`config.mk`:
```
export PLATFORM = sky130hd
export DESIGN_NAME = riscv_decode_stage_unit_flat
export DESIGN_NICKNAME = d
export VERILOG_FILES = /design/src/sv/rvds_pkg.sv /design/src/sv/rvds_in_if.sv /design/src/sv/rvds_out_if.sv /design/src/sv/rvds_regfile.sv /design/src/sv/rvds_decode.sv /design/src/sv/riscv_decode_stage_unit.sv /design/src/flat_wrapper.sv
export SDC_FILE = /design/constraint.sdc
export NUM_CORES = 2
export LEC_CHECK = 0
export BUFFER_PORTS_ARGS = -buffer_cell sky130_fd_sc_hd__buf_2
export CORE_ASPECT_RATIO = 1.5
export CORE_MARGIN = 2
export CORE_UTILIZATION = 44
export CTS_BUF_LIST = sky130_fd_sc_hd__clkbuf_16
export DETAILED_ROUTE_END_ITERATION = 7
export PLACE_DENSITY_LB_ADDON = 0.3
export SLEW_MARGIN = 20
export SYNTH_ARGS = -nofsm -noshare
export SYNTH_HDL_FRONTEND = slang
export SYNTH_SLANG_ARGS = --single-unit
```
`constraint.sdc`:
```
create_clock -name clk_i -period 7.8 [get_ports clk_i]
set_clock_uncertainty 0.1 [all_clocks]
set_input_delay 1.17 -clock clk_i [delete_from_list [all_inputs] [get_ports clk_i]]
set_output_delay 1.17 -clock clk_i [all_outputs]
set_load 0.05 [all_outputs]
```
`src/sv/rvds_pkg.sv`:
```
// Shared types and constants of the RISC-V decode stage.
package rvds_pkg;

  localparam int unsigned XLEN   = 32;
  localparam int unsigned NREG   = 32;
  localparam int unsigned REG_AW = 5;

  // Major opcodes, instruction bits 6..2.
  localparam logic [4:0] OPC_LOAD     = 5'd0;
  localparam logic [4:0] OPC_LOAD_FP  = 5'd1;
  localparam logic [4:0] OPC_MISC_MEM = 5'd3;
  localparam logic [4:0] OPC_OP_IMM   = 5'd4;
  localparam logic [4:0] OPC_AUIPC    = 5'd5;
  localparam logic [4:0] OPC_STORE    = 5'd8;
  localparam logic [4:0] OPC_STORE_FP = 5'd9;
  localparam logic [4:0] OPC_OP       = 5'd12;
  localparam logic [4:0] OPC_LUI      = 5'd13;
  localparam logic [4:0] OPC_OP_FP    = 5'd20;
  localparam logic [4:0] OPC_BRANCH   = 5'd24;
  localparam logic [4:0] OPC_JALR     = 5'd25;
  localparam logic [4:0] OPC_JAL      = 5'd27;
  localparam logic [4:0] OPC_SYSTEM   = 5'd28;

  // Branch funct3.
  localparam logic [2:0] F3_BEQ  = 3'd0;
  localparam logic [2:0] F3_BNE  = 3'd1;
  localparam logic [2:0] F3_BLT  = 3'd4;
  localparam logic [2:0] F3_BGE  = 3'd5;
  localparam logic [2:0] F3_BLTU = 3'd6;
  localparam logic [2:0] F3_BGEU = 3'd7;

  // Shift funct3 that take the alternate bit on OP-IMM.
  localparam logic [2:0] F3_SLL = 3'd1;
  localparam logic [2:0] F3_SRX = 3'd5;

  localparam logic [4:0]      ALU_ADD   = 5'd0;
  localparam logic [4:0]      ALU_OR    = 5'd6;
  localparam logic [3:0]      MEM_NONE  = 4'd15;
  localparam logic [3:0]      MEM_STORE = 4'd8;
  localparam logic [XLEN-1:0] LINK_STEP = 32'd4;
  localparam logic [REG_AW-1:0] REG_ZERO = 5'd0;
  localparam logic [REG_AW-1:0] REG_SYS  = 5'd31;

  typedef struct packed {
    logic              en;
    logic [REG_AW-1:0] addr;
    logic [XLEN-1:0]   data;
  } rf_wr_t;

  typedef struct packed {
    logic [XLEN-1:0] instr;
    logic [XLEN-1:0] pc;
    logic [XLEN-1:0] rs1_val;
    logic [XLEN-1:0] rs2_val;
    logic [NREG-1:0] pending;
    logic            eh1;
    logic            eh2;
    logic            empty;
  } dec_req_t;

  typedef struct packed {
    logic              stall;
    logic              flush;
    logic [XLEN-1:0]   target;
    logic [XLEN-1:0]   opa;
    logic [XLEN-1:0]   opb;
    logic [XLEN-1:0]   store_val;
    logic [REG_AW-1:0] dest;
    logic              we;
    logic [4:0]        alu;
    logic [3:0]        mem;
    logic              flt;
    logic              illegal;
  } dec_res_t;

endpackage

```
`src/sv/rvds_in_if.sv`:
```
// Request channel into the decode stage: write-back or decode requests.
interface rvds_in_if;
  logic                                valid;
  logic                                ready;
  logic                                command;
  logic [rvds_pkg::XLEN-1:0]           instr_word;
  logic [rvds_pkg::XLEN-1:0]           pc_value;
  logic [rvds_pkg::REG_AW-1:0]         wb_reg;
  logic signed [rvds_pkg::XLEN-1:0]    wb_data;
  logic [rvds_pkg::NREG-1:0]           pending_writes;
  logic                                ext_hazard_rs1;
  logic                                ext_hazard_rs2;
  logic                                pipeline_empty;

  modport source (
    output valid, command, instr_word, pc_value, wb_reg, wb_data, pending_writes,
           ext_hazard_rs1, ext_hazard_rs2, pipeline_empty,
    input  ready
  );
  modport sink (
    input  valid, command, instr_word, pc_value, wb_reg, wb_data, pending_writes,
           ext_hazard_rs1, ext_hazard_rs2, pipeline_empty,
    output ready
  );
endinterface

```
`src/sv/rvds_out_if.sv`:
```
// Result channel out of the decode stage.
interface rvds_out_if;
  logic                             valid;
  logic                             ready;
  logic                             stall_res;
  logic                             flush;
  logic [rvds_pkg::XLEN-1:0]        target_pc;
  logic signed [rvds_pkg::XLEN-1:0] operand_a;
  logic signed [rvds_pkg::XLEN-1:0] operand_b;
  logic signed [rvds_pkg::XLEN-1:0] store_value;
  logic [rvds_pkg::REG_AW-1:0]      dest_reg;
  logic                             write_enable;
  logic [4:0]                       alu_code;
  logic [3:0]                       mem_code;
  logic                             to_float_unit;
  logic                             illegal_op;

  modport source (
    output valid, stall_res, flush, target_pc, operand_a, operand_b, store_value,
           dest_reg, write_enable, alu_code, mem_code, to_float_unit, illegal_op,
    input  ready
  );
  modport sink (
    input  valid, stall_res, flush, target_pc, operand_a, operand_b, store_value,
           dest_reg, write_enable, alu_code, mem_code, to_float_unit, illegal_op,
    output ready
  );
endinterface

```
`src/sv/rvds_regfile.sv`:
```
// Integer register file: one write port, two registered read ports, per-entry valid bits.
module rvds_regfile (
  input  logic                          clk_i,
  input  logic                          rst_ni,
  input  rvds_pkg::rf_wr_t              wr_i,
  input  logic                          rd_en_i,
  input  logic [rvds_pkg::REG_AW-1:0]   raddr1_i,
  input  logic [rvds_pkg::REG_AW-1:0]   raddr2_i,
  output logic [rvds_pkg::XLEN-1:0]     rdata1_o,
  output logic [rvds_pkg::XLEN-1:0]     rdata2_o
);

  logic [rvds_pkg::XLEN-1:0] mem_q [rvds_pkg::NREG];
  logic [rvds_pkg::NREG-1:0] valid_q;
  logic [rvds_pkg::XLEN-1:0] rd1_q, rd2_q;
  logic                      v1_q, v2_q;

  always_ff @(posedge clk_i) begin
    if (wr_i.en) begin
      mem_q[wr_i.addr] <= wr_i.data;
    end
    if (rd_en_i) begin
      rd1_q <= mem_q[raddr1_i];
      rd2_q <= mem_q[raddr2_i];
    end
  end

  // Entries never written read as zero.
  always_ff @(posedge clk_i or negedge rst_ni) begin
    if (!rst_ni) begin
      valid_q <= '0;
      v1_q    <= 1'b0;
      v2_q    <= 1'b0;
    end else begin
      if (wr_i.en) begin
        valid_q[wr_i.addr] <= 1'b1;
      end
      if (rd_en_i) begin
        v1_q <= valid_q[raddr1_i];
        v2_q <= valid_q[raddr2_i];
      end
    end
  end

  assign rdata1_o = v1_q ? rd1_q : '0;
  assign rdata2_o = v2_q ? rd2_q : '0;

endmodule

```
`src/sv/rvds_decode.sv`:
```
// Combinational decode: immediates, op codes, operands, branch resolution, hazards.
module rvds_decode (
  input  rvds_pkg::dec_req_t req_i,
  output rvds_pkg::dec_res_t res_o
);

  logic [31:0] instr;
  logic [4:0]  opc;
  logic [2:0]  f3;
  logic [4:0]  rs1i, rs2i, rdi;
  logic [31:0] rs1, rs2;
  logic [31:0] imm_i, imm_s, imm_u, imm_j, imm_b;
  logic [31:0] opa, opb, target;
  logic [4:0]  dest, alu;
  logic [3:0]  mem;
  logic        we, use1, use2, jump, fence, flt, illegal;
  logic        h1, h2, stall, taken;

  assign instr = req_i.instr;
  assign opc   = instr[6:2];
  assign f3    = instr[14:12];
  assign rs1i  = instr[19:15];
  assign rs2i  = instr[24:20];
  assign rdi   = instr[11:7];
  assign rs1   = req_i.rs1_val;
  assign rs2   = req_i.rs2_val;

  assign imm_i = {{20{instr[31]}}, instr[31:20]};
  assign imm_s = {{20{instr[31]}}, instr[31:25], instr[11:7]};
  assign imm_u = {instr[31:12], 12'b0};
  assign imm_j = {{11{instr[31]}}, instr[31], instr[19:12], instr[20], instr[30:21], 1'b0};
  assign imm_b = {{19{instr[31]}}, instr[31], instr[7], instr[30:25], instr[11:8], 1'b0};

  // Branch condition; funct3 2 and 3 never branch.
  always_comb begin
    case (f3)
      rvds_pkg::F3_BEQ:  taken = (rs1 == rs2);
      rvds_pkg::F3_BNE:  taken = (rs1 != rs2);
      rvds_pkg::F3_BLT:  taken = ($signed(rs1) < $signed(rs2));
      rvds_pkg::F3_BGE:  taken = ($signed(rs1) >= $signed(rs2));
      rvds_pkg::F3_BLTU: taken = (rs1 < rs2);
      rvds_pkg::F3_BGEU: taken = (rs1 >= rs2);
      default:           taken = 1'b0;
    endcase
  end

  always_comb begin
    opa     = '0;
    opb     = '0;
    dest    = rvds_pkg::REG_ZERO;
    alu     = rvds_pkg::ALU_ADD;
    mem     = rvds_pkg::MEM_NONE;
    target  = '0;
    we      = 1'b0;
    use1    = 1'b0;
    use2    = 1'b0;
    jump    = 1'b0;
    fence   = 1'b0;
    flt     = 1'b0;
    illegal = 1'b0;
    case (opc)
      rvds_pkg::OPC_LOAD: begin
        opa = rs1; opb = imm_i; dest = rdi; we = 1'b1; mem = {1'b0, f3}; use1 = 1'b1;
      end
      rvds_pkg::OPC_STORE, rvds_pkg::OPC_STORE_FP: begin
        opa  = rs1; opb = imm_s; dest = rdi;
        mem  = {1'b0, f3} | rvds_pkg::MEM_STORE;
        use1 = 1'b1; use2 = 1'b1;
        flt  = (opc == rvds_pkg::OPC_STORE_FP);
      end
      rvds_pkg::OPC_LOAD_FP: begin
        opa = rs1; opb = imm_i; dest = rdi; mem = {1'b0, f3}; use1 = 1'b1; flt = 1'b1;
      end
      rvds_pkg::OPC_OP_IMM: begin
        opa = rs1; opb = imm_i; dest = rdi; we = 1'b1; use1 = 1'b1;
        alu = {2'b00, f3};
        if (f3 == rvds_pkg::F3_SLL || f3 == rvds_pkg::F3_SRX) begin
          alu[3] = instr[30];
        end
      end
      rvds_pkg::OPC_OP: begin
        opa = rs1; opb = rs2; dest = rdi; we = 1'b1; use1 = 1'b1; use2 = 1'b1;
        alu = {instr[25], instr[30], f3};
      end
      rvds_pkg::OPC_LUI: begin
        opb = imm_u; dest = rdi; we = 1'b1; alu = rvds_pkg::ALU_OR;
      end
      rvds_pkg::OPC_AUIPC: begin
        opa = req_i.pc; opb = imm_u; dest = rdi; we = 1'b1;
      end
      rvds_pkg::OPC_JAL: begin
        target = req_i.pc + imm_j;
        jump = 1'b1; opa = req_i.pc; opb = rvds_pkg::LINK_STEP; dest = rdi; we = 1'b1;
      end
      rvds_pkg::OPC_JALR: begin
        target = (rs1 + imm_i) & ~32'd1;
        jump = 1'b1; opa = req_i.pc; opb = rvds_pkg::LINK_STEP; dest = rdi; we = 1'b1;
        use1 = 1'b1;
      end
      rvds_pkg::OPC_BRANCH: begin
        jump   = taken;
        target = taken ? (req_i.pc + imm_b) : '0;
        use1   = 1'b1; use2 = 1'b1;
      end
      rvds_pkg::OPC_MISC_MEM: begin
        fence = 1'b1;
      end
      rvds_pkg::OPC_SYSTEM: begin
        dest = rvds_pkg::REG_SYS;
      end
      rvds_pkg::OPC_OP_FP: begin
        opa = rs1; opb = rs2; dest = rdi; we = 1'b1; use1 = 1'b1; flt = 1'b1;
      end
      default: begin
        illegal = 1'b1;
      end
    endcase
  end

  assign h1 = use1 && (rs1i != rvds_pkg::REG_ZERO) && (req_i.pending[rs1i] || req_i.eh1);
  assign h2 = use2 && (rs2i != rvds_pkg::REG_ZERO) && (req_i.pending[rs2i] || req_i.eh2);
  assign stall = h1 || h2 || (fence && !req_i.empty);

  always_comb begin
    res_o.stall     = stall;
    res_o.flush     = 1'b0;
    res_o.target    = '0;
    res_o.opa       = opa;
    res_o.opb       = opb;
    res_o.store_val = rs2;
    res_o.dest      = dest;
    res_o.we        = we;
    res_o.alu       = alu;
    res_o.mem       = mem;
    res_o.flt       = flt;
    res_o.illegal   = illegal;
    if (stall) begin
      res_o.target = req_i.pc;
      res_o.alu    = rvds_pkg::ALU_ADD;
      res_o.mem    = rvds_pkg::MEM_NONE;
      res_o.we     = 1'b0;
    end else if (jump) begin
      res_o.flush  = 1'b1;
      res_o.target = target;
      res_o.alu    = rvds_pkg::ALU_ADD;
      res_o.mem    = rvds_pkg::MEM_NONE;
    end
  end

endmodule

```
`src/sv/riscv_decode_stage_unit.sv`:
```
// Top level of the RISC-V decode stage: register file, input stage, decode and result register.
//
//  channel | dir | requests                                   | handshake
//  in_i    | in  | write-back (command 0) or decode (command 1) | valid/ready
//  out_o   | out | one result per decode request              | valid/ready
//
//  One request per clock unless a held result stalls the input stage. A decode request
//  fills the register file read and the input stage when it is taken; the decode logic
//  then fills the result register once that is free or drains. A write-back
//  writes the register file at the edge it is taken and gives no result.
//  Reset empties both stages and marks every register as zero; no clearing pass.
//  A stalled result holds the result register and, behind it, the input stage.
module riscv_decode_stage_unit (
  input  logic              clk_i,
  input  logic              rst_ni,
  rvds_in_if.sink           in_i,
  rvds_out_if.source        out_o
);

  // Input stage: the decode request waiting for its register read data.
  logic                          s1_valid_q;
  logic [rvds_pkg::XLEN-1:0]     s1_instr_q;
  logic [rvds_pkg::XLEN-1:0]     s1_pc_q;
  logic [rvds_pkg::NREG-1:0]     s1_pending_q;
  logic                          s1_eh1_q, s1_eh2_q, s1_empty_q;

  // Result register.
  logic                          out_valid_q;
  rvds_pkg::dec_res_t            res_q;

  logic                          in_fire, dec_fire, s1_move;
  rvds_pkg::rf_wr_t              rf_wr;
  logic [rvds_pkg::XLEN-1:0]     rs1_val, rs2_val;
  rvds_pkg::dec_req_t            dec_req;
  rvds_pkg::dec_res_t            dec_res;

  // The input stage moves on whenever the result register is free or drains.
  assign s1_move    = !out_valid_q || out_o.ready;
  assign in_i.ready = !s1_valid_q || s1_move;
  assign in_fire    = in_i.valid && in_i.ready;
  assign dec_fire   = in_fire && in_i.command;

  // x0 is never written, so its valid bit stays clear and it reads zero.
  assign rf_wr.en   = in_fire && !in_i.command && (in_i.wb_reg != rvds_pkg::REG_ZERO);
  assign rf_wr.addr = in_i.wb_reg;
  assign rf_wr.data = in_i.wb_data;

  rvds_regfile u_regfile (
    .clk_i    (clk_i),
    .rst_ni   (rst_ni),
    .wr_i     (rf_wr),
    .rd_en_i  (dec_fire),
    .raddr1_i (in_i.instr_word[19:15]),
    .raddr2_i (in_i.instr_word[24:20]),
    .rdata1_o (rs1_val),
    .rdata2_o (rs2_val)
  );

  always_ff @(posedge clk_i or negedge rst_ni) begin
    if (!rst_ni) begin
      s1_valid_q  <= 1'b0;
      out_valid_q <= 1'b0;
    end else begin
      if (in_i.ready) begin
        s1_valid_q <= dec_fire;
      end
      if (s1_move) begin
        out_valid_q <= s1_valid_q;
      end
    end
  end

  // Payload registers carry no reset.
  always_ff @(posedge clk_i) begin
    if (dec_fire) begin
      s1_instr_q   <= in_i.instr_word;
      s1_pc_q      <= in_i.pc_value;
      s1_pending_q <= in_i.pending_writes;
      s1_eh1_q     <= in_i.ext_hazard_rs1;
      s1_eh2_q     <= in_i.ext_hazard_rs2;
      s1_empty_q   <= in_i.pipeline_empty;
    end
    if (s1_move && s1_valid_q) begin
      res_q <= dec_res;
    end
  end

  assign dec_req.instr   = s1_instr_q;
  assign dec_req.pc      = s1_pc_q;
  assign dec_req.rs1_val = rs1_val;
  assign dec_req.rs2_val = rs2_val;
  assign dec_req.pending = s1_pending_q;
  assign dec_req.eh1     = s1_eh1_q;
  assign dec_req.eh2     = s1_eh2_q;
  assign dec_req.empty   = s1_empty_q;

  rvds_decode u_decode (
    .req_i (dec_req),
    .res_o (dec_res)
  );

  assign out_o.valid         = out_valid_q;
  assign out_o.stall_res     = res_q.stall;
  assign out_o.flush         = res_q.flush;
  assign out_o.target_pc     = res_q.target;
  assign out_o.operand_a     = $signed(res_q.opa);
  assign out_o.operand_b     = $signed(res_q.opb);
  assign out_o.store_value   = $signed(res_q.store_val);
  assign out_o.dest_reg      = res_q.dest;
  assign out_o.write_enable  = res_q.we;
  assign out_o.alu_code      = res_q.alu;
  assign out_o.mem_code      = res_q.mem;
  assign out_o.to_float_unit = res_q.flt;
  assign out_o.illegal_op    = res_q.illegal;

endmodule

```
`src/flat_wrapper.sv`:
```
// flat-port wrapper written by rule: the top's interface ports become plain ports
module riscv_decode_stage_unit_flat 
  (clk_i, rst_ni, in_i_valid, in_i_command, in_i_instr_word, in_i_pc_value, in_i_wb_reg, in_i_wb_data, in_i_pending_writes, in_i_ext_hazard_rs1, in_i_ext_hazard_rs2, in_i_pipeline_empty, in_i_ready, out_o_valid, out_o_stall_res, out_o_flush, out_o_target_pc, out_o_operand_a, out_o_operand_b, out_o_store_value, out_o_dest_reg, out_o_write_enable, out_o_alu_code, out_o_mem_code, out_o_to_float_unit, out_o_illegal_op, out_o_ready);
  rvds_in_if in_i_i ();
  rvds_out_if out_o_i ();
  input  logic clk_i;
  input  logic rst_ni;
  input wire logic [$bits(in_i_i.valid)-1:0] in_i_valid;
  input wire logic [$bits(in_i_i.command)-1:0] in_i_command;
  input wire logic [$bits(in_i_i.instr_word)-1:0] in_i_instr_word;
  input wire logic [$bits(in_i_i.pc_value)-1:0] in_i_pc_value;
  input wire logic [$bits(in_i_i.wb_reg)-1:0] in_i_wb_reg;
  input wire logic [$bits(in_i_i.wb_data)-1:0] in_i_wb_data;
  input wire logic [$bits(in_i_i.pending_writes)-1:0] in_i_pending_writes;
  input wire logic [$bits(in_i_i.ext_hazard_rs1)-1:0] in_i_ext_hazard_rs1;
  input wire logic [$bits(in_i_i.ext_hazard_rs2)-1:0] in_i_ext_hazard_rs2;
  input wire logic [$bits(in_i_i.pipeline_empty)-1:0] in_i_pipeline_empty;
  output wire logic [$bits(in_i_i.ready)-1:0] in_i_ready;
  output wire logic [$bits(out_o_i.valid)-1:0] out_o_valid;
  output wire logic [$bits(out_o_i.stall_res)-1:0] out_o_stall_res;
  output wire logic [$bits(out_o_i.flush)-1:0] out_o_flush;
  output wire logic [$bits(out_o_i.target_pc)-1:0] out_o_target_pc;
  output wire logic [$bits(out_o_i.operand_a)-1:0] out_o_operand_a;
  output wire logic [$bits(out_o_i.operand_b)-1:0] out_o_operand_b;
  output wire logic [$bits(out_o_i.store_value)-1:0] out_o_store_value;
  output wire logic [$bits(out_o_i.dest_reg)-1:0] out_o_dest_reg;
  output wire logic [$bits(out_o_i.write_enable)-1:0] out_o_write_enable;
  output wire logic [$bits(out_o_i.alu_code)-1:0] out_o_alu_code;
  output wire logic [$bits(out_o_i.mem_code)-1:0] out_o_mem_code;
  output wire logic [$bits(out_o_i.to_float_unit)-1:0] out_o_to_float_unit;
  output wire logic [$bits(out_o_i.illegal_op)-1:0] out_o_illegal_op;
  input wire logic [$bits(out_o_i.ready)-1:0] out_o_ready;
  assign in_i_i.valid = in_i_valid;
  assign in_i_i.command = in_i_command;
  assign in_i_i.instr_word = in_i_instr_word;
  assign in_i_i.pc_value = in_i_pc_value;
  assign in_i_i.wb_reg = in_i_wb_reg;
  assign in_i_i.wb_data = in_i_wb_data;
  assign in_i_i.pending_writes = in_i_pending_writes;
  assign in_i_i.ext_hazard_rs1 = in_i_ext_hazard_rs1;
  assign in_i_i.ext_hazard_rs2 = in_i_ext_hazard_rs2;
  assign in_i_i.pipeline_empty = in_i_pipeline_empty;
  assign in_i_ready = in_i_i.ready;
  assign out_o_valid = out_o_i.valid;
  assign out_o_stall_res = out_o_i.stall_res;
  assign out_o_flush = out_o_i.flush;
  assign out_o_target_pc = out_o_i.target_pc;
  assign out_o_operand_a = out_o_i.operand_a;
  assign out_o_operand_b = out_o_i.operand_b;
  assign out_o_store_value = out_o_i.store_value;
  assign out_o_dest_reg = out_o_i.dest_reg;
  assign out_o_write_enable = out_o_i.write_enable;
  assign out_o_alu_code = out_o_i.alu_code;
  assign out_o_mem_code = out_o_i.mem_code;
  assign out_o_to_float_unit = out_o_i.to_float_unit;
  assign out_o_illegal_op = out_o_i.illegal_op;
  assign out_o_i.ready = out_o_ready;
  riscv_decode_stage_unit u_core (.clk_i(clk_i), .rst_ni(rst_ni), .in_i(in_i_i), .out_o(out_o_i));
endmodule
```
==> key figures <==
Logic synthesis
  • Synth Area in Simple Gates: 0.0358
  • Synth Area in Adders: 0.0211
  • Gate Count Post-Synth: 3517
  • Synth Register Bits: 1368
  • Mapped Area: 0.0654 mm2
  • YS warnings: 0
  • Synth unique cells: 79
  • Syn Area/Cell: 18.6 um2
  • Mux contribution to synthesized area: 0.246
  • Complex-gate fraction of the synthesized area: 0.0427
  • Xor/xnor share of the synthesized area: 0.0112
  • Sequential share of the synthesized area: 0.625
  • Post-synth ARST share: 0.0263
  • Main combinational cell family by area after synthesis: multiplexers
  • Top_reg_cell synth: edfxtp_1
  • Number of synthesized flops with an enable pin: 1332

Die
  • # IOs: 290
  • Rows: 173
  • Core area: 0.148 mm2
  • Die area: 0.152 mm2
  • Die height: 476 um
  • Die width: 319 um
  • Initial Util: 0.442

Critical path
  • Reg-to-Reg Start: u_core.u_regfile.v2_q$_DFFE_PN0P_
  • CP arrival: 5.85 ns
  • Worst Setup End Kind: flip-flop
  • Worst r2r path cells: 12
  • Slowest-stage cell, CP: dfrtp_1
  • Cell Chain, Critical Path: nand2_1, ha_1, a21o_1, a2111oi_0, or2_2, nand3_1, nor4bb_1, o21ai_1, a21oi_2, buf_4, or3_4, nor4_2
  • Crit path max fanout: 25
  • Slowest stage delay, CP: 0.99 ns
  • R2R setup slack: 2.45 ns
  • Worst Path Required: 8.30 ns
  • Worst reg2reg path endpoint: u_core.out_o.alu_code[4]$_SDFFCE_PP0P_
  • CP startpoint kind: flip-flop
  • CP Class: flip-flop to flip-flop

Clock tree
  • Worst-Skew Late Latency: 0.77 ns
  • Worst-case clock buffer depth: 3
  • CTS clk-pin slew, worst paths: 0.07 ns
  • Setup Fix Bufs, Post-CTS: 0
  • CTS Buf Count: 120
  • H-tree levels: 3
  • CTS Hold Bufs: 0
  • Clock root cell: clkbuf_16
  • CTS Sinks: 1368
  • Post-CTS resize count: 0
  • CTS tree: yes

Worst hold path
  • Hold Crit Depth: 0
  • Min-Delay Startpoint: u_core.u_regfile.valid_q[0]$_DFFE_PN0P_
  • WHS Endpoint: u_core.u_regfile.valid_q[0]$_DFFE_PN0P_
  • Class of the worst hold path: flip-flop to flip-flop

Layout
  • Design Area, Final: 0.0736 mm2
  • Fin cells: 5834
  • Share of cells above drive strength 1: 0.352
  • Final Util: 0.498
  • Largest register FFs: 1024
  • Synth-to-Final Area Change: 12.5%
  • # nets final: 4051
  • Register name with the most flops: u_core.u_regfile.mem_q

Flow run
  • Max-cap viol count: 0

STA
  • Final hold violations: 0
  • Period minus WS final: 5.35 ns
  • Final Cycle Share: 0.686
  • Final count of pins violating max slew: 0
  • Least-Margin Pin Slew: 1.18 ns
  • # setup viols final: 0
  • Peak Freq: 0.187 GHz
  • Slew margin rel.: 0.214
  • Setup_tns: 0 ns
  • RSZ-0062 raised after global routing: false

Power
  • Static Leak: 0.0246 uW
  • Peak VDD IR: 0.213 mV
  • Clock power frac: 0.367
  • Power per cell area: 228 mW/mm2
  • Sequential Power Share: 0.502
  • Sw Pwr: 4220 uW
  • Sw Ratio: 0.252
  • Internal power: 12600 uW
  • Combinational fraction of design power: 0.131

Detailed routing
  • Post-Route WL: 189000 um
  • Drt first pass iters: 5
  • Starting DRC count in detailed routing: 3929
  • Antenna Violating Nets Remaining: 0
  • DR vias: 37400
  • DRC viols: 0
  • Routed WL per cell: 32.3 um
  • Routed vias/inst: 6.41

GRT
  • Initial antenna violation count: 17
  • Grt ovf: 0
  • Largest net degree at the start of global routing: 113
  • GRT Total Usage: 0.249
  • Global-route wire length before repair: 272000 um
  • Vias in the first global route: 38700

Placement
  • Port-buffer cells: 287
  • DP HPWL: 117000 um
  • Placed inst area: 0.0696 mm2
  • Routability cong.: 0.965
  • Placed cells: 5607

Status
  • Status: finished, final reports clean
[placed cells by master, fill, tap and decap left out, drive strengths merged, types with 8 or more instances in the layout]
cell type	count
a22oi	32
mux2	66
o21a	10
nand2b	14
xnor2	47
a211oi	14
nor2	128
xor2	37
a22o	38
inv	87
mux4	680
o21ai	75
conb	32
nand3	23
o31ai	14
nand2	170
a21o	32
nor3	14
or2	39
clkbuf	121
a2111oi	8
buf	366
dfrtp	36
clkinv	54
edfxtp	1332
nand4	19
and2	42
bufinv	17
a31oi	11
ha	103
a21oi	101
nor4	9
and3	10
a221oi	20
[Yosys cell counts (5+ instances only)]
cell       count  share of area
xor2_1        37         0.0050
nand3_1       23         0.0018
inv_1         61         0.0035
or2_2         39         0.0037
or3_1          5        0.00048
nor3_1        14         0.0011
dfrtp_1       36          0.014
a31oi_1       11         0.0011
nor2b_1        7        0.00067
a221oi_1      20         0.0027
o31ai_1       14         0.0016
xnor2_1       47         0.0063
mux2_2        66          0.011
nor4_1         8        0.00077
buf_2         10        0.00077
nand2b_1      14         0.0013
and2_1        42         0.0040
nand2_1      170         0.0098
a21oi_1      100         0.0077
edfxtp_1    1332           0.61
a21o_1        32         0.0037
o21ai_0       74         0.0057
a2111oi_0      8         0.0011
nand4_1       19         0.0018
o22ai_1        5        0.00048
ha_1         103          0.020
mux4_2       679           0.23
a22oi_1       32         0.0037
a21boi_0       6        0.00069
mux2i_1        6        0.00092
o21bai_1       7        0.00080
and3_1        10        0.00096
o21a_1        10         0.0011
o211ai_1       6        0.00069
buf_1         42         0.0024
nor2_1       128         0.0073
clkbuf_1     177          0.010
a211oi_1      14         0.0016
a22o_1        38         0.0051
[worst max-delay path: cells and delay by family (launching register included)]
family / cells / cell delay (ns)
fa+ha+maj: 1 / 0.49
compound gates: 4 / 1.75
simple gates: 6 / 1.47
buf+inv: 1 / 0.34
flops: 1 / 0.99
[stage by stage]
| stage | setup slack [ns] | hold slack (ns) | total power (uW) |
|---|---|---|---|
| floorplan | 2.14 | 0.341 | 10100 |
| global placement | 2.55 | 0.278 | 10700 |
| detailed placement | 2.47 | 0.290 | 10800 |
| CTS | 2.43 | 0.304 | 16800 |
| global route | 2.20 | 0.326 | 17300 |
| finish | 2.45 | 0.298 | 16800 |
[per-layer routing]
metal | up-vias | track usage | wire length (um)
met1 | 19800 | 0.306 | 68700
met3 | 383 | 0.0341 | 13200
met2 | 1857 | 0.432 | 97100
met4 | 8 | 0.121 | 9590
met5 | - | 0 | 59
li1 | 15300 | - | -
[power groups by stage]
stage               combinational (uW)  sequential, uW  clock (uW)
detailed placement                2190            8580           0
global placement                  2180            8570           0
CTS                               2200            8420        6220
finish                            2200            8420        6150
global route                      2350            8440        6470
floorplan                         1340            8720           0
[kinds of logic (layout without fill, tap and decap cells)]
kind of cell    count (synthesis)  in the layout
flops                        1368           1368
mux                           752            752
simple gates                  494            494
compound gates                414            414
buf+inv                       295            649
fa+ha+maj                     109            109
xor+xnor                       84             84
other cells                     1             39
[worst max path at each step]
stage / startpoint / cells past startpoint / endpoint / slack [ns]
global route: u_core.u_regfile.v2_q$_DFFE_PN0P_ / 13 / u_core.out_o.target_pc[20]$_DFFE_PP_ / 2.20
global placement: u_core.u_regfile.v2_q$_DFFE_PN0P_ / 13 / u_core.out_o.alu_code[3]$_SDFFCE_PP0P_ / 2.55
CTS: u_core.u_regfile.v2_q$_DFFE_PN0P_ / 12 / u_core.out_o.alu_code[4]$_SDFFCE_PP0P_ / 2.43
detailed placement: u_core.u_regfile.v2_q$_DFFE_PN0P_ / 12 / u_core.out_o.alu_code[4]$_SDFFCE_PP0P_ / 2.47
floorplan: out_o_ready / 3 / u_core.s1_eh1_q$_DFFE_PP_ / 2.14
finish: u_core.u_regfile.v2_q$_DFFE_PN0P_ / 12 / u_core.out_o.alu_code[4]$_SDFFCE_PP0P_ / 2.45
[cell type report]
class                      instances  area (um2)
sequential                      1368       40900
fill                           11800       74300
tap                             1925        2410
timing repair buffer             366        2260
clock buffer                     121        3030
multi-input combinational       1885       23700
clock inverter                    99         965
inverter                          63         244
antenna                            7        17.5
(Power assumes the default switching activity.)
